--- config.mk ---
export PLATFORM = sky130hd
export DESIGN_NAME = yuyv_to_rgb24_converter_flat
export DESIGN_NICKNAME = d
export VERILOG_FILES = /design/src/hw/rtl/y2r_pkg.sv /design/src/hw/rtl/y2r_if.sv /design/src/hw/rtl/y2r_offset.sv /design/src/hw/rtl/y2r_mult.sv /design/src/hw/rtl/y2r_sum.sv /design/src/hw/rtl/y2r_clamp.sv /design/src/hw/rtl/yuyv_to_rgb24_converter.sv /design/src/flat_wrapper.sv
export VERILOG_INCLUDE_DIRS = /design/src /design/src/hw/rtl
export SDC_FILE = /design/constraint.sdc
export NUM_CORES = 1
export LEC_CHECK = 0
export ABC_CLOCK_PERIOD_IN_PS = 27800
export BUFFER_PORTS_ARGS = -buffer_cell sky130_fd_sc_hd__clkbuf_2
export CAP_MARGIN = 20
export CORE_MARGIN = 2
export CORE_UTILIZATION = 65
export CTS_BUF_LIST = sky130_fd_sc_hd__clkbuf_16
export CTS_CLUSTER_SIZE = 40
export DETAILED_ROUTE_END_ITERATION = 8
export PLACE_DENSITY = 0.82
export SYNTH_ARGS = -nofsm -noshare
export SYNTH_HDL_FRONTEND = slang
export SYNTH_SLANG_ARGS = --single-unit
--- constraint.sdc ---
create_clock -name clk -period 27.8 [get_ports clk]
set_clock_uncertainty 0.2 [all_clocks]
set_input_delay 4.17 -clock clk [delete_from_list [all_inputs] [get_ports clk]]
set_output_delay 4.17 -clock clk [all_outputs]
set_load 0.01 [all_outputs]
--- src/hw/rtl/yuyv_to_rgb24_converter_macros.svh ---
// Assertion macros for the YUYV to RGB24 converter.
// Included by the top-level converter, which carries the concurrent checks; no other dependencies.
`ifndef YUYV_TO_RGB24_CONVERTER_MACROS_SVH
`define YUYV_TO_RGB24_CONVERTER_MACROS_SVH

`ifndef SYNTHESIS
// Check a property while out of reset.
`define Y2R_ASSERT(label, clk, rst_n, prop) \
  label: assert property (@(posedge clk) disable iff (!rst_n) prop) \
    else $error("y2r check failed");
// Check a property at every edge, reset included.
`define Y2R_ASSERT_ALWAYS(label, clk, prop) \
  label: assert property (@(posedge clk) prop) \
    else $error("y2r check failed");
`else
`define Y2R_ASSERT(label, clk, rst_n, prop)
`define Y2R_ASSERT_ALWAYS(label, clk, prop)
`endif

`endif

--- src/hw/rtl/y2r_pkg.sv ---
// Shared types and BT.601 constants for the YUYV to RGB24 converter.
// No dependencies.
package y2r_pkg;

  // Offsets removed before the multiply (9-bit signed domain).
  localparam logic signed [8:0]  LUMA_OFFSET   = 9'sd16;
  localparam logic signed [8:0]  CHROMA_OFFSET = 9'sd128;

  // Fixed-point coefficients, scaled by 256.
  localparam logic signed [10:0] COEF_Y  = 11'sd298;
  localparam logic signed [10:0] COEF_RV = 11'sd409;
  localparam logic signed [10:0] COEF_GU = 11'sd100;
  localparam logic signed [10:0] COEF_GV = 11'sd208;
  localparam logic signed [10:0] COEF_BU = 11'sd516;
  localparam logic signed [19:0] ROUND_ADD = 20'sd128;

  typedef logic [7:0]         byte_t;
  typedef logic signed [8:0]  diff_t;
  typedef logic signed [19:0] wide_t;

  // Stage 1 -> 2: offset-removed components.
  typedef struct packed {
    diff_t c0;
    diff_t c1;
    diff_t d;
    diff_t e;
    logic  last;
  } diff_bus_t;

  // Stage 2 -> 3: weighted terms, luma terms carry the rounding constant.
  typedef struct packed {
    wide_t y0;
    wide_t y1;
    wide_t rv;
    wide_t gu;
    wide_t gv;
    wide_t bu;
    logic  last;
  } prod_bus_t;

  // Stage 3 -> 4: unclamped channel sums.
  typedef struct packed {
    wide_t r0;
    wide_t g0;
    wide_t b0;
    wide_t r1;
    wide_t g1;
    wide_t b1;
    logic  last;
  } sum_bus_t;

endpackage

--- src/hw/rtl/y2r_if.sv ---
// Stream interfaces for the YUYV to RGB24 converter: macropixel in, pixel pair out.
// Depends on y2r_pkg.
interface y2r_in_if;
  import y2r_pkg::*;
  logic  valid;
  logic  ready;
  byte_t luma0;
  byte_t chroma_blue;
  byte_t luma1;
  byte_t chroma_red;
  logic  last_in;

  modport source(output valid, luma0, chroma_blue, luma1, chroma_red, last_in, input ready);
  modport sink(input valid, luma0, chroma_blue, luma1, chroma_red, last_in, output ready);
endinterface

interface y2r_out_if;
  import y2r_pkg::*;
  logic  valid;
  logic  ready;
  byte_t red0;
  byte_t green0;
  byte_t blue0;
  byte_t red1;
  byte_t green1;
  byte_t blue1;
  logic  last_out;

  modport source(output valid, red0, green0, blue0, red1, green1, blue1, last_out,
                 input ready);
  modport sink(input valid, red0, green0, blue0, red1, green1, blue1, last_out,
               output ready);
endinterface

--- src/hw/rtl/y2r_offset.sv ---
// Stage 1: remove luma and chroma offsets from the incoming macropixel.
// Depends on y2r_pkg and y2r_in_if.
module y2r_offset (
  input  logic                clk,
  input  logic                rst_n,
  y2r_in_if.sink              in_chan,
  output logic                valid_o,
  input  logic                ready_i,
  output y2r_pkg::diff_bus_t  data_o
);
  import y2r_pkg::*;

  logic      valid_r;
  diff_bus_t data_r;
  diff_bus_t data_nxt;

  assign in_chan.ready = !valid_r || ready_i;

  always_comb begin
    data_nxt.c0   = $signed({1'b0, in_chan.luma0}) - LUMA_OFFSET;
    data_nxt.c1   = $signed({1'b0, in_chan.luma1}) - LUMA_OFFSET;
    data_nxt.d    = $signed({1'b0, in_chan.chroma_blue}) - CHROMA_OFFSET;
    data_nxt.e    = $signed({1'b0, in_chan.chroma_red}) - CHROMA_OFFSET;
    data_nxt.last = in_chan.last_in;
  end

  always_ff @(posedge clk) begin
    if (!rst_n) begin
      valid_r <= 1'b0;
    end else if (in_chan.ready) begin
      valid_r <= in_chan.valid;
    end
  end

  always_ff @(posedge clk) begin
    if (in_chan.valid && in_chan.ready) begin
      data_r <= data_nxt;
    end
  end

  assign valid_o = valid_r;
  assign data_o  = data_r;
endmodule

--- src/hw/rtl/y2r_mult.sv ---
// Stage 2: constant-coefficient products; luma terms pick up the rounding constant.
// Depends on y2r_pkg.
module y2r_mult (
  input  logic                clk,
  input  logic                rst_n,
  input  logic                valid_i,
  output logic                ready_o,
  input  y2r_pkg::diff_bus_t  data_i,
  output logic                valid_o,
  input  logic                ready_i,
  output y2r_pkg::prod_bus_t  data_o
);
  import y2r_pkg::*;

  logic      valid_r;
  prod_bus_t data_r;
  prod_bus_t data_nxt;

  assign ready_o = !valid_r || ready_i;

  always_comb begin
    data_nxt.y0   = wide_t'(data_i.c0) * wide_t'(COEF_Y) + ROUND_ADD;
    data_nxt.y1   = wide_t'(data_i.c1) * wide_t'(COEF_Y) + ROUND_ADD;
    data_nxt.rv   = wide_t'(data_i.e) * wide_t'(COEF_RV);
    data_nxt.gu   = wide_t'(data_i.d) * wide_t'(COEF_GU);
    data_nxt.gv   = wide_t'(data_i.e) * wide_t'(COEF_GV);
    data_nxt.bu   = wide_t'(data_i.d) * wide_t'(COEF_BU);
    data_nxt.last = data_i.last;
  end

  always_ff @(posedge clk) begin
    if (!rst_n) begin
      valid_r <= 1'b0;
    end else if (ready_o) begin
      valid_r <= valid_i;
    end
  end

  always_ff @(posedge clk) begin
    if (valid_i && ready_o) begin
      data_r <= data_nxt;
    end
  end

  assign valid_o = valid_r;
  assign data_o  = data_r;
endmodule

--- src/hw/rtl/y2r_sum.sv ---
// Stage 3: combine luma and chroma terms into unclamped R, G, B sums.
// Depends on y2r_pkg.
module y2r_sum (
  input  logic                clk,
  input  logic                rst_n,
  input  logic                valid_i,
  output logic                ready_o,
  input  y2r_pkg::prod_bus_t  data_i,
  output logic                valid_o,
  input  logic                ready_i,
  output y2r_pkg::sum_bus_t   data_o
);
  import y2r_pkg::*;

  logic     valid_r;
  sum_bus_t data_r;
  sum_bus_t data_nxt;

  assign ready_o = !valid_r || ready_i;

  always_comb begin
    data_nxt.r0   = data_i.y0 + data_i.rv;
    data_nxt.g0   = data_i.y0 - data_i.gu - data_i.gv;
    data_nxt.b0   = data_i.y0 + data_i.bu;
    data_nxt.r1   = data_i.y1 + data_i.rv;
    data_nxt.g1   = data_i.y1 - data_i.gu - data_i.gv;
    data_nxt.b1   = data_i.y1 + data_i.bu;
    data_nxt.last = data_i.last;
  end

  always_ff @(posedge clk) begin
    if (!rst_n) begin
      valid_r <= 1'b0;
    end else if (ready_o) begin
      valid_r <= valid_i;
    end
  end

  always_ff @(posedge clk) begin
    if (valid_i && ready_o) begin
      data_r <= data_nxt;
    end
  end

  assign valid_o = valid_r;
  assign data_o  = data_r;
endmodule

--- src/hw/rtl/y2r_clamp.sv ---
// Stage 4: shift out the fraction, saturate to 0..255 and hold the output item.
// Depends on y2r_pkg and y2r_out_if.
module y2r_clamp (
  input  logic               clk,
  input  logic               rst_n,
  input  logic               valid_i,
  output logic               ready_o,
  input  y2r_pkg::sum_bus_t  data_i,
  y2r_out_if.source          out_chan
);
  import y2r_pkg::*;

  logic  valid_r;
  byte_t red0_r, green0_r, blue0_r, red1_r, green1_r, blue1_r;
  logic  last_r;

  // Negative sums go to zero, anything past 255 after the shift saturates.
  function automatic byte_t sat8(input wide_t s);
    byte_t q;
    if (s[19]) begin
      q = 8'd0;
    end else if (|s[18:16]) begin
      q = 8'd255;
    end else begin
      q = s[15:8];
    end
    return q;
  endfunction

  assign ready_o = !valid_r || out_chan.ready;

  always_ff @(posedge clk) begin
    if (!rst_n) begin
      valid_r <= 1'b0;
    end else if (ready_o) begin
      valid_r <= valid_i;
    end
  end

  always_ff @(posedge clk) begin
    if (valid_i && ready_o) begin
      red0_r   <= sat8(data_i.r0);
      green0_r <= sat8(data_i.g0);
      blue0_r  <= sat8(data_i.b0);
      red1_r   <= sat8(data_i.r1);
      green1_r <= sat8(data_i.g1);
      blue1_r  <= sat8(data_i.b1);
      last_r   <= data_i.last;
    end
  end

  assign out_chan.valid    = valid_r;
  assign out_chan.red0     = red0_r;
  assign out_chan.green0   = green0_r;
  assign out_chan.blue0    = blue0_r;
  assign out_chan.red1     = red1_r;
  assign out_chan.green1   = green1_r;
  assign out_chan.blue1    = blue1_r;
  assign out_chan.last_out = last_r;
endmodule

--- src/hw/rtl/yuyv_to_rgb24_converter.sv ---
// YUYV 4:2:2 to RGB24 converter, BT.601 studio range.
// Depends on y2r_pkg, y2r_if and the y2r stage modules.
//
// in_chan takes one packed macropixel per item (Y0, U, Y1, V plus a last flag);
// out_chan gives one item per input: two RGB24 pixels sharing the chroma, with
// the last flag copied through. Items leave in the order they arrive.
// The datapath is a four-stage pipeline: offset removal, constant multiplies,
// channel sums, clamp into the output register.
// An accepted item passes through the offset, multiply, sum and clamp registers in
// that order; out_chan.valid rises once it sits in the clamp register.
// Throughput: one item per cycle while the receiver holds out_chan.ready high; the
// constant multiplies in stage 2 are the deepest logic between registers.
// Each stage has its own valid bit and takes a new item whenever it is empty
// or its successor moves, so bubbles close up under backpressure. When the
// receiver stalls, the output item holds and upstream stages keep filling;
// in_chan.ready drops only once all four stages hold items.
// Reset (synchronous, active low) clears all valid bits; no item is in flight
// afterwards and there is no other state.
`include "yuyv_to_rgb24_converter_macros.svh"

module yuyv_to_rgb24_converter (
  input  logic       clk,
  input  logic       rst_n,
  y2r_in_if.sink     in_chan,
  y2r_out_if.source  out_chan
);
  import y2r_pkg::*;

  logic      s1_valid, s1_ready;
  logic      s2_valid, s2_ready;
  logic      s3_valid, s3_ready;
  diff_bus_t s1_data;
  prod_bus_t s2_data;
  sum_bus_t  s3_data;

  y2r_offset u_offset (
    .clk     (clk),
    .rst_n   (rst_n),
    .in_chan (in_chan),
    .valid_o (s1_valid),
    .ready_i (s1_ready),
    .data_o  (s1_data)
  );

  y2r_mult u_mult (
    .clk     (clk),
    .rst_n   (rst_n),
    .valid_i (s1_valid),
    .ready_o (s1_ready),
    .data_i  (s1_data),
    .valid_o (s2_valid),
    .ready_i (s2_ready),
    .data_o  (s2_data)
  );

  y2r_sum u_sum (
    .clk     (clk),
    .rst_n   (rst_n),
    .valid_i (s2_valid),
    .ready_o (s2_ready),
    .data_i  (s2_data),
    .valid_o (s3_valid),
    .ready_i (s3_ready),
    .data_o  (s3_data)
  );

  y2r_clamp u_clamp (
    .clk      (clk),
    .rst_n    (rst_n),
    .valid_i  (s3_valid),
    .ready_o  (s3_ready),
    .data_i   (s3_data),
    .out_chan (out_chan)
  );

  // Nothing in flight right after reset.
  `Y2R_ASSERT_ALWAYS(a_reset_empty, clk, !rst_n |=> !out_chan.valid)
  // An empty output stage lets every stage advance.
  `Y2R_ASSERT(a_empty_ready, clk, rst_n, !out_chan.valid |-> in_chan.ready)
  // A ready receiver never backs up the input.
  `Y2R_ASSERT(a_flow_ready, clk, rst_n, out_chan.ready |-> in_chan.ready)
  // With the receiver ready throughout, an accepted item comes out with its flag.
  `Y2R_ASSERT(a_latency, clk, rst_n,
    ($past(in_chan.valid && in_chan.ready, 4) && $past(out_chan.ready, 1) &&
     $past(out_chan.ready, 2) && $past(out_chan.ready, 3) && $past(rst_n, 1) &&
     $past(rst_n, 2) && $past(rst_n, 3))
    |-> (out_chan.valid && (out_chan.last_out == $past(in_chan.last_in, 4))))

endmodule

--- src/flat_wrapper.sv ---
// flat-port wrapper written by rule: the top's interface ports become plain ports
module yuyv_to_rgb24_converter_flat import y2r_pkg::*;
  (clk, rst_n, in_chan_valid, in_chan_luma0, in_chan_chroma_blue, in_chan_luma1, in_chan_chroma_red, in_chan_last_in, in_chan_ready, out_chan_valid, out_chan_red0, out_chan_green0, out_chan_blue0, out_chan_red1, out_chan_green1, out_chan_blue1, out_chan_last_out, out_chan_ready);
  y2r_in_if in_chan_i ();
  y2r_out_if out_chan_i ();
  input  logic clk;
  input  logic rst_n;
  input wire logic [$bits(in_chan_i.valid)-1:0] in_chan_valid;
  input wire logic [$bits(in_chan_i.luma0)-1:0] in_chan_luma0;
  input wire logic [$bits(in_chan_i.chroma_blue)-1:0] in_chan_chroma_blue;
  input wire logic [$bits(in_chan_i.luma1)-1:0] in_chan_luma1;
  input wire logic [$bits(in_chan_i.chroma_red)-1:0] in_chan_chroma_red;
  input wire logic [$bits(in_chan_i.last_in)-1:0] in_chan_last_in;
  output wire logic [$bits(in_chan_i.ready)-1:0] in_chan_ready;
  output wire logic [$bits(out_chan_i.valid)-1:0] out_chan_valid;
  output wire logic [$bits(out_chan_i.red0)-1:0] out_chan_red0;
  output wire logic [$bits(out_chan_i.green0)-1:0] out_chan_green0;
  output wire logic [$bits(out_chan_i.blue0)-1:0] out_chan_blue0;
  output wire logic [$bits(out_chan_i.red1)-1:0] out_chan_red1;
  output wire logic [$bits(out_chan_i.green1)-1:0] out_chan_green1;
  output wire logic [$bits(out_chan_i.blue1)-1:0] out_chan_blue1;
  output wire logic [$bits(out_chan_i.last_out)-1:0] out_chan_last_out;
  input wire logic [$bits(out_chan_i.ready)-1:0] out_chan_ready;
  assign in_chan_i.valid = in_chan_valid;
  assign in_chan_i.luma0 = in_chan_luma0;
  assign in_chan_i.chroma_blue = in_chan_chroma_blue;
  assign in_chan_i.luma1 = in_chan_luma1;
  assign in_chan_i.chroma_red = in_chan_chroma_red;
  assign in_chan_i.last_in = in_chan_last_in;
  assign in_chan_ready = in_chan_i.ready;
  assign out_chan_valid = out_chan_i.valid;
  assign out_chan_red0 = out_chan_i.red0;
  assign out_chan_green0 = out_chan_i.green0;
  assign out_chan_blue0 = out_chan_i.blue0;
  assign out_chan_red1 = out_chan_i.red1;
  assign out_chan_green1 = out_chan_i.green1;
  assign out_chan_blue1 = out_chan_i.blue1;
  assign out_chan_last_out = out_chan_i.last_out;
  assign out_chan_i.ready = out_chan_ready;
  yuyv_to_rgb24_converter u_core (.clk(clk), .rst_n(rst_n), .in_chan(in_chan_i), .out_chan(out_chan_i));
endmodule
==> results of run 1 <==
==> per-layer routing <==
layer	GRT usage	vias to the layer above	wire length [um]
met5	0	-	0
met4	0.106	0	1770
met3	0.0248	94	1740
met2	0.432	339	17900
met1	0.325	5996	16200
li1	-	6224	-
==> through the flow <==
step / hold WS [ns] / total power, mW / instances
floorplan: 0.200 / 1.50 / 1709
global placement: 0.205 / 1.73 / 2174
detailed placement: 0.209 / 1.78 / 2174
CTS: 0.228 / 2.14 / 2218
global route: 0.248 / 2.31 / 2219
finish: 0.228 / 2.15 / 2219
==> power groups by stage <==
stage / Combinational, mW / Clock (mW) / Sequential (mW)
2_1_floorplan: 0.895 / 0 / 0.609
3_3_place_gp: 1.09 / 0 / 0.640
3_5_place_dp: 1.14 / 0 / 0.643
4_1_cts: 1.15 / 0.355 / 0.635
5_1_grt: 1.31 / 0.370 / 0.638
6_report: 1.17 / 0.347 / 0.635
==> cell families (layout without fill, tap and decap cells) <==
| group | count (synthesis) | in the layout | synth area share |
|---|---|---|---|
| DFF | 261 | 261 | 0.404 |
| xor gates and xnor gates | 151 | 151 | 0.0686 |
| muxes | 8 | 8 | 0.00441 |
| AOI/OAI and AO/OA | 281 | 281 | 0.0963 |
| and+or+nand+nor | 376 | 376 | 0.0939 |
| buffers and inverters | 239 | 359 | 0.0465 |
| adders and majority gates | 393 | 393 | 0.286 |
==> cell usage in the layout (no fill, tap or decap), drive strengths merged, types with 31 or more instances in the layout <==
cell,n
clkbuf,114
fa,80
a21oi,80
edfxtp,257
o21a,31
xor2,45
ha,313
nand2,41
nor2,180
xnor2,106
inv,230
o21ai,44
==> worst max-delay path: stages <==
cell	delay (ns)
clkbuf_2	0.08
nor2b_1	0.25
and2_0	0.52
nand3_1	0.16
clkbuf_2	0.16
==> layout make-up <==
| class | count | area, um^2 | area share |
|---|---|---|---|
| clock inverters | 17 | 169 | 0.00801 |
| flip-flops and latches | 261 | 7800 | 0.370 |
| inverters | 224 | 841 | 0.0399 |
| well taps | 390 | 488 | 0.0231 |
| clock buffers | 27 | 676 | 0.0320 |
| multi-input cells | 1209 | 10600 | 0.504 |
| repair buffers | 91 | 478 | 0.0227 |
==> state kept, by name, summed over array words and instances, names as in the netlist <==
signal / cells
u_core.u_mult.valid_o: 1
u_core.u_clamp.out_chan.blue0: 8
u_core.u_clamp.out_chan.red1: 8
u_core.u_clamp.out_chan.blue1: 8
u_core.u_offset.valid_o: 1
u_core.u_sum.valid_o: 1
u_core.u_clamp.out_chan.green1: 8
u_core.u_clamp.out_chan.green0: 8
u_core.u_clamp.out_chan.last_out: 1
u_core.u_sum.data_o: 73
u_core.u_mult.data_o: 100
u_core.u_offset.data_o: 35
u_core.u_clamp.out_chan.valid: 1
u_core.u_clamp.out_chan.red0: 8
==> cell usage after synthesis (13+ instances only) <==
| library cell | number |
|---|---|
| ha_1 | 313 |
| edfxtp_1 | 257 |
| inv_1 | 224 |
| nor2_1 | 180 |
| xnor2_1 | 106 |
| a21oi_1 | 80 |
| fa_1 | 80 |
| xor2_1 | 45 |
| o21ai_0 | 44 |
| nand2_1 | 41 |
| o21a_1 | 31 |
| nor3_1 | 29 |
| a21o_1 | 24 |
| nand3_1 | 23 |
| nor2b_1 | 22 |
| o21bai_1 | 16 |
| nand2b_1 | 15 |
| a211oi_1 | 13 |
==> final timing paths <==
path,slack [ns],end,startpoint
worst max-delay path,18.09,in_chan_ready,out_chan_ready
worst max register to register,22.76,u_core.u_mult.data_o[118],u_core.u_offset.data_o[36]
worst min-delay path,0.23,u_core.u_clamp.out_chan.last_out,u_core.u_sum.data_o[0]
worst min register to register,0.23,u_core.u_clamp.out_chan.last_out,u_core.u_sum.data_o[0]
==> flow_metrics.py, run 1 <==
metrics = {
    "status": {
        "outcome": "complete, no violations",
    },
    "finish": {
        "postLayoutCoreUtil": 0.717,
        "design_area_um2": 21100,
        "diodes": 0,
        "syn2layout_area_growth_pct": 9.31,
        "final_layout_size_suffix_gt1_frac": 0.0842,
        "nFillCells": 2028,
        "final_nets": 2244,
    },
    "timing": {
        "min_period_over_period": 0.349,
        "tightest_slew_ns": 1.11,
        "rsz0062_at_grt": "false",
        "finalSetupTns_ns": 0,
        "finalHoldViolations": 0,
        "max-slew-margin-rel": 0.263,
        "setup_ws_ns": 18.09,
        "drv_slew": 0,
        "min_period_ns": 9.71,
        "clock.fmax_ghz": 0.103,
        "setup_viol": 0,
    },
    "clock_network": {
        "cts_hold_buf": 0,
        "ctsResizeCount": 0,
        "ctsLongestPathBuffers": 3,
        "clock_sinks": 261,
        "tritoncts": "done",
        "insertion_delay_ns": 0.55,
        "h-tree-depth": 1,
        "cts.clk_slew.worst_paths_ns": 0.06,
        "cts-root-buf": "clkbuf_16",
        "post_cts_buffers": 0,
        "cts_inserted_buffers": 27,
    },
    "global_routing": {
        "grt_pass1_vias": 12700,
        "grt_max_degree": 89,
        "grt_pass1_wl_mm": 61.8,
        "grt_usage": 0.250,
        "grt-ovfl-total": 0,
        "antenna_found_initial": 0,
    },
    "setup_path": {
        "crit_required_ns": 23.43,
        "critical_path_arrival_ns": 5.34,
        "crit_path_end_kind": "output pin",
        "worstRegToRegCells": 15,
        "worstSetupPathType": "input pin to output pin",
        "cp_max_fo": 6,
        "cp-start-kind": "input pin",
    },
    "yosys": {
        "syn_avg_cell_area_um2": 11.3,
        "postSynth.asyncResetShare": 0,
        "syn-num-nets": 2139,
        "syn-cell-area_um2": 19300,
        "yosysUniqueCellTypes": 70,
        "yosys_most_used_dff": "edfxtp_1",
        "yosys_warnings": 0,
        "synth_edf_count": 257,
        "yosysTopAreaCellShare": 0.400,
        "synth_area_leader_cell": "edfxtp_1",
        "synthCells": 1709,
        "synth_seq_area_share": 0.404,
        "synthTopCellsByArea": "edfxtp_1 (40%), ha_1 (20%), fa_1 (8.3%), xnor2_1 (4.8%), inv_1 (4.4%)",
        "ys_ff_latch": 261,
    },
    "pwr": {
        "pwr-share-comb": 0.543,
        "pwr-share-seq": 0.296,
        "p_sw_mw": 0.873,
        "peakVddDrop_uv": 84.2,
        "power_frac_clock": 0.162,
        "leakage_nw": 9.30,
        "p_per_area_nw_per_um2": 102,
        "internal_power_mw": 1.28,
        "p_sw_frac": 0.406,
    },
    "floorplanning": {
        "die_w_um": 176,
        "core_area_um2": 29400,
        "io_pins": 88,
        "rows": 63,
        "die_h_um": 176,
        "start_util": 0.656,
        "die_area_um2": 31100,
    },
    "detailed_routing": {
        "drc": 0,
        "dr.pass1.iters": 5,
        "avgViaCountPerCell": 5.70,
        "drt-total-wl_mm": 37.6,
        "route.detailed.wl_per_inst_um": 17.0,
        "postRouteAntennaNets": 0,
        "drtIter0Drc": 812,
        "vias": 12700,
    },
    "place": {
        "numPortBuffers": 87,
        "place_area_um2": 20200,
        "pre_cts_slack_ns": 18.09,
        "gp_congestion": 0.932,
        "dpl.hpwl_mm": 30.1,
    },
    "worst_hold_path": {
        "min_path_type": "flop to flop",
        "whs_path_depth": 0,
    },
    "job": {
        "max_cap_viol_count": 0,
    },
}
No activity file was read; power rests on OpenSTA's default activity.
==> run 2: changes to the inputs <==
Settings changed: ABC_AREA from default to 1, ABC_CLOCK_PERIOD_IN_PS 27800 to 10200, CORE_UTILIZATION 65 to 64, PLACE_DENSITY 0.82 to 0.8.
Clock period 27.8 ns to 10.2 ns, I/O delays scaled along.
==> run 2 against run 1 <==
Die area increased by 11%. Clock power increased to 2.9 times the previous value. Final cell count increased by 30%. Count of clock-buffer cells in the layout increased by 2. Sequential power increased to 2.5 times the previous value. Final area increased by 9.2%. Synthesized area increased by 9.4%. Core utilization decreased by 0.93 points. First-iteration DRC count increased by 50%. Via count increased by 24%. Sequential share of layout area decreased by 3.1 points. Combinational power increased by 130%. Highest routed layer unchanged.
==> flow_metrics.py, run 2 <==
metrics = {
    "status": {
        "outcome": "complete, no violations",
    },
    "yosys": {
        "yosys_most_used_dff": "edfxtp_1",
        "yosysUniqueCellTypes": 40,
        "yosysTopAreaCellShare": 0.366,
        "synth_commonest_cells": "nand2_1 (434), inv_1 (431), ha_1 (313)",
        "synthCells": 2298,
        "syn-cell-area_um2": 21100,
        "yosysMostFrequentCell": "nand2_1",
        "synthTopCellsByArea": "edfxtp_1 (37%), ha_1 (19%), nand2_1 (7.7%), inv_1 (7.7%), fa_1 (7.6%)",
        "synth_seq_area_share": 0.370,
        "synth_edf_count": 257,
        "syn-num-nets": 2728,
        "ys_ff_latch": 261,
        "synth_area_leader_cell": "edfxtp_1",
        "postSynth.asyncResetShare": 0,
        "yosys_warnings": 0,
        "syn_avg_cell_area_um2": 9.18,
    },
    "worst_hold_path": {
        "hold_start": "u_core.u_mult.data_o[0]",
        "whs_path_depth": 0,
        "min_path_type": "flop to flop",
        "holdPathEnd": "u_core.u_sum.data_o[0]",
    },
    "finish": {
        "syn2layout_area_growth_pct": 9.15,
        "final_layout_size_suffix_gt1_frac": 0.0764,
        "layout_commonest_cell": "nand2_1",
        "largest_register_ffs": 100,
        "final_nets": 2843,
        "diodes": 0,
        "most-common-layout-cells": "nand2_1 (434), inv_1 (433), ha_1 (313)",
    },
    "place": {
        "pre_cts_slack_ns": 5.41,
        "dpl.hpwl_mm": 39.0,
        "numPortBuffers": 87,
        "gp_congestion": 0.994,
    },
    "job": {
        "max_cap_viol_count": 0,
    },
    "clock_network": {
        "cts.clk_slew.worst_paths_ns": 0.06,
        "cts-root-buf": "clkbuf_16",
        "tritoncts": "done",
        "ctsLongestPathBuffers": 3,
        "cts_inserted_buffers": 29,
        "cts_hold_buf": 0,
        "h-tree-depth": 1,
        "ctsResizeCount": 0,
        "post_cts_buffers": 0,
        "clock_sinks": 261,
        "insertion_delay_ns": 0.55,
    },
    "global_routing": {
        "grt_pass1_wl_mm": 75.2,
        "grt_usage": 0.281,
        "grt_pass1_vias": 15200,
        "grt-ovfl-total": 0,
        "grt_max_degree": 74,
        "antenna_found_initial": 0,
    },
    "timing": {
        "clock.fmax_ghz": 0.209,
        "tightest_slew_ns": 1.06,
        "drv_slew": 0,
        "setup_ws_ns": 5.41,
        "min_period_over_period": 0.470,
        "min_period_ns": 4.79,
        "setup_viol": 0,
        "rsz0062_at_grt": "false",
        "finalSetupTns_ns": 0,
        "max-slew-margin-rel": 0.294,
        "finalHoldViolations": 0,
    },
    "floorplanning": {
        "io_pins": 88,
        "die_area_um2": 34400,
        "start_util": 0.648,
        "die_h_um": 186,
        "rows": 66,
        "die_w_um": 186,
        "core_area_um2": 32500,
    },
    "pwr": {
        "peakVddDrop_uv": 139,
        "power_frac_clock": 0.187,
        "pwr-share-seq": 0.303,
        "p_sw_mw": 2.30,
        "internal_power_mw": 3.03,
        "leakage_nw": 11.3,
        "p_sw_frac": 0.432,
        "p_per_area_nw_per_um2": 231,
        "pwr-share-comb": 0.510,
    },
    "setup_path": {
        "worstRegToRegCells": 15,
        "cp_max_fo": 11,
        "crit_path_end_kind": "flop",
        "r2r_start": "u_core.u_offset.data_o[8]",
        "cp-startpoint": "u_core.u_offset.data_o[8]",
        "crit_required_ns": 10.29,
        "cp-start-kind": "flop",
        "critical_path_arrival_ns": 4.89,
        "r2r_setup_slack_ns": 5.41,
        "r2r_end": "u_core.u_mult.data_o[76]",
        "worstSetupPathType": "flop to flop",
    },
    "detailed_routing": {
        "postRouteAntennaNets": 0,
        "vias": 15700,
        "dr.pass1.iters": 7,
        "avgViaCountPerCell": 5.45,
        "drt-total-wl_mm": 46.9,
        "route.detailed.wl_per_inst_um": 16.3,
        "drtIter0Drc": 1219,
        "drc": 0,
    },
}
[run 2: routing by layer]
| metal | global-route usage | routed length [um] | part of all wire |
|---|---|---|---|
| met5 | 0 | 0 | 0 |
| met4 | 0.103 | 1830 | 0.039 |
| met2 | 0.461 | 21100 | 0.45 |
| met1 | 0.387 | 21300 | 0.45 |
| met3 | 0.0325 | 2720 | 0.058 |
[run 2: cells by family after synthesis]
family | after synthesis | synth area share
simple gates | 778 | 0.159
buf+inv | 441 | 0.0785
fa+ha+maj | 393 | 0.262
compound gates | 296 | 0.0779
flops | 261 | 0.370
xor+xnor | 129 | 0.0539
[run 2: cell type report]
| cell class | count | area (um^2) |
|---|---|---|
| Multi-Input combinational cell | 1596 | 11700 |
| Clock inverter | 25 | 200 |
| Fill cell | 2505 | 9510 |
| Sequential cell | 261 | 7800 |
| Timing Repair Buffer | 90 | 458 |
| Inverter | 435 | 1630 |
| Tap cell | 442 | 553 |
| Clock buffer | 29 | 726 |
[run 2: worst max-delay path: stages (launching register included)]
cell	delay, ns
edfxtp_1	0.75
inv_1	0.34
ha_1	0.35
inv_1	0.08
ha_1	0.16
inv_1	0.06
fa_1	0.49
fa_1	0.55
inv_1	0.04
ha_1	0.29
ha_1	0.39
a21oi_1	0.15
o21ai_0	0.08
a21oi_1	0.26
o21ai_0	0.16
xor2_1	0.16
[run 2: worst max-delay path by stage]
stage                                to  depth (start not counted)
2_1_floorplan   u_core.u_mult.data_o[0]                          8
3_3_place_gp   u_core.u_mult.data_o[76]                         15
3_5_place_dp   u_core.u_mult.data_o[76]                         15
4_1_cts        u_core.u_mult.data_o[76]                         15
5_1_grt        u_core.u_mult.data_o[76]                         15
6_report       u_core.u_mult.data_o[76]                         15
[run 2: power by group through the flow]
stage / Clock (mW) / Combinational (mW) / Sequential (mW)
6_report: 0.998 / 2.71 / 1.61
2_1_floorplan: 0 / 2.03 / 1.55
3_5_place_dp: 0 / 2.64 / 1.63
5_1_grt: 1.05 / 3.06 / 1.62
4_1_cts: 1.02 / 2.67 / 1.61
3_3_place_gp: 0 / 2.58 / 1.63
[run 2: metrics by stage]
stage	area (um^2)	hold slack [ns]	total power, mW	cells	util
floorplan	21100	0.200	3.58	2298	-
global placement	22100	0.203	4.21	2824	0.679
detailed placement	22100	0.212	4.27	2824	0.679
CTS	23000	0.221	5.29	2878	0.708
global route	23000	0.237	5.73	2878	0.708
finish	23000	0.220	5.32	2878	0.708
==> run 3: changes to the inputs <==
Settings changed: ABC_CLOCK_PERIOD_IN_PS 10200 to 4700.
Clock period 10.2 ns to 4.7 ns, I/O delays scaled along.
==> run 3 against run 2 <==
Critical path depth fell by 2. Fmax rose by 8.3%. Count of clock-buffer cells in the layout did not move. Via count barely moved. Core utilization rose by 0.054 points. Wire length rose by 0.89%.
==> flow_metrics.py, run 3 (synthesis gave the netlist of run 2 again) <==
metrics = {
    "global_routing": {
        "grt_usage": 0.282,
        "grt_pass1_wl_mm": 75.6,
        "grt-ovfl-total": 0,
        "antenna_found_initial": 0,
        "grt_pass1_vias": 15000,
        "grt_max_degree": 53,
    },
    "floorplanning": {
        "io_pins": 88,
        "die_h_um": 186,
        "die_w_um": 186,
        "die_area_um2": 34400,
        "start_util": 0.648,
        "core_area_um2": 32500,
        "rows": 66,
    },
    "detailed_routing": {
        "drt-total-wl_mm": 47.3,
        "dr.pass1.iters": 5,
        "drc": 0,
        "vias": 15700,
        "avgViaCountPerCell": 5.44,
        "drtIter0Drc": 1184,
        "postRouteAntennaNets": 0,
        "route.detailed.wl_per_inst_um": 16.4,
    },
    "clock_network": {
        "insertion_delay_ns": 0.55,
        "ctsResizeCount": 0,
        "cts.clk_slew.worst_paths_ns": 0.07,
        "cts_hold_buf": 0,
        "cts_inserted_buffers": 28,
        "post_cts_buffers": 0,
        "cts-root-buf": "clkbuf_16",
        "tritoncts": "done",
        "clock_sinks": 261,
        "h-tree-depth": 1,
        "ctsLongestPathBuffers": 3,
    },
    "timing": {
        "drv_slew": 0,
        "finalHoldViolations": 0,
        "clock.fmax_ghz": 0.226,
        "max-slew-margin-rel": 0.576,
        "min_period_over_period": 0.942,
        "rsz0062_at_grt": "false",
        "tightest_slew_ns": 0.630,
        "finalSetupTns_ns": 0,
        "setup_viol": 0,
        "min_period_ns": 4.43,
    },
    "setup_path": {
        "cp-start-kind": "flop",
        "crit_path_end_kind": "flop",
        "crit_required_ns": 4.78,
        "worstSetupPathType": "flop to flop",
        "critical_path_arrival_ns": 4.51,
        "cp_max_fo": 6,
    },
    "finish": {
        "final_layout_size_suffix_gt1_frac": 0.0791,
        "most-common-layout-cells": "nand2_1 (434), inv_1 (433), ha_1 (313)",
        "diodes": 0,
        "final_nets": 2850,
        "syn2layout_area_growth_pct": 9.23,
        "largest_register_ffs": 100,
        "layout_commonest_cell": "nand2_1",
    },
    "pwr": {
        "pwr-share-comb": 0.515,
        "peakVddDrop_uv": 356,
        "internal_power_mw": 6.50,
        "finalPower_mw": 11.5,
        "p_per_area_nw_per_um2": 499,
        "power_frac_clock": 0.182,
        "leakage_nw": 11.4,
        "pwr-share-seq": 0.303,
        "p_sw_frac": 0.435,
        "p_sw_mw": 5.00,
    },
    "place": {
        "dpl.hpwl_mm": 39.2,
        "numPortBuffers": 87,
        "gp_congestion": 0.987,
    },
    "job": {
        "max_cap_viol_count": 0,
    },
    "status": {
        "outcome": "complete, no violations",
    },
    "worst_hold_path": {
        "min_path_type": "input pin to flop",
    },
}
-- run 3: path summary, 6_finish.rpt --
kind                              from                          to  slack, ns  cells past startpoint
max          u_core.u_offset.data_o[4]    u_core.u_mult.data_o[77]       0.27                     13
min             in_chan_chroma_blue[0]  u_core.u_offset.data_o[10]       0.12                      1
max reg2reg  u_core.u_offset.data_o[4]    u_core.u_mult.data_o[77]       0.27                     13
min reg2reg    u_core.u_mult.data_o[0]      u_core.u_sum.data_o[0]       0.22                      0
-- run 3: final cells by class --
class	count	area (um^2)
clock buffer	29	726
clock inverter	21	145
fill	2503	9490
inverter	435	1630
multi-input combinational	1596	11700
sequential	261	7800
tap	442	553
timing repair buffer	98	531
-- run 3: critical path: stages, from the launching register on --
cell      delay [ns]
edfxtp_1        0.50
ha_1            0.40
ha_1            0.30
inv_1           0.06
fa_1            0.48
fa_1            0.54
inv_1           0.04
ha_1            0.33
fa_1            0.47
nand3_1         0.10
nand2_1         0.10
a21oi_1         0.31
o21ai_0         0.17
xor2_1          0.16
-- run 3: routing by layer --
layer | GRT usage | routed length [um] | vias up
met5 | 0 | 0 | -
met4 | 0.106 | 2020 | 0
met3 | 0.0462 | 3250 | 115
met2 | 0.460 | 21200 | 520
met1 | 0.382 | 20800 | 7192
li1 | - | - | 7858
-- run 3: power by group through the flow --
stage / combinational, mW / sequential [mW] / clock (mW)
final: 5.93 / 3.48 / 2.09
after global routing: 6.70 / 3.50 / 2.22
after CTS: 5.83 / 3.48 / 2.12
after detailed placement: 5.78 / 3.52 / 0
after global placement: 5.62 / 3.52 / 0
after floorplan: 4.41 / 3.37 / 0
-- run 3: per-stage QoR --
stage          hold WS (ns)   util  std cells  setup slack [ns]  area [um^2]
2_1_floorplan         0.200      -       2298             0.442        21100
3_3_place_gp          0.204  0.681       2831             0.448        22200
5_1_grt               0.111  0.708       2882            0.0941        23000
3_5_place_dp          0.208  0.681       2831             0.329        22200
4_1_cts               0.105  0.708       2881             0.307        23000
6_report              0.121  0.708       2882             0.273        23000
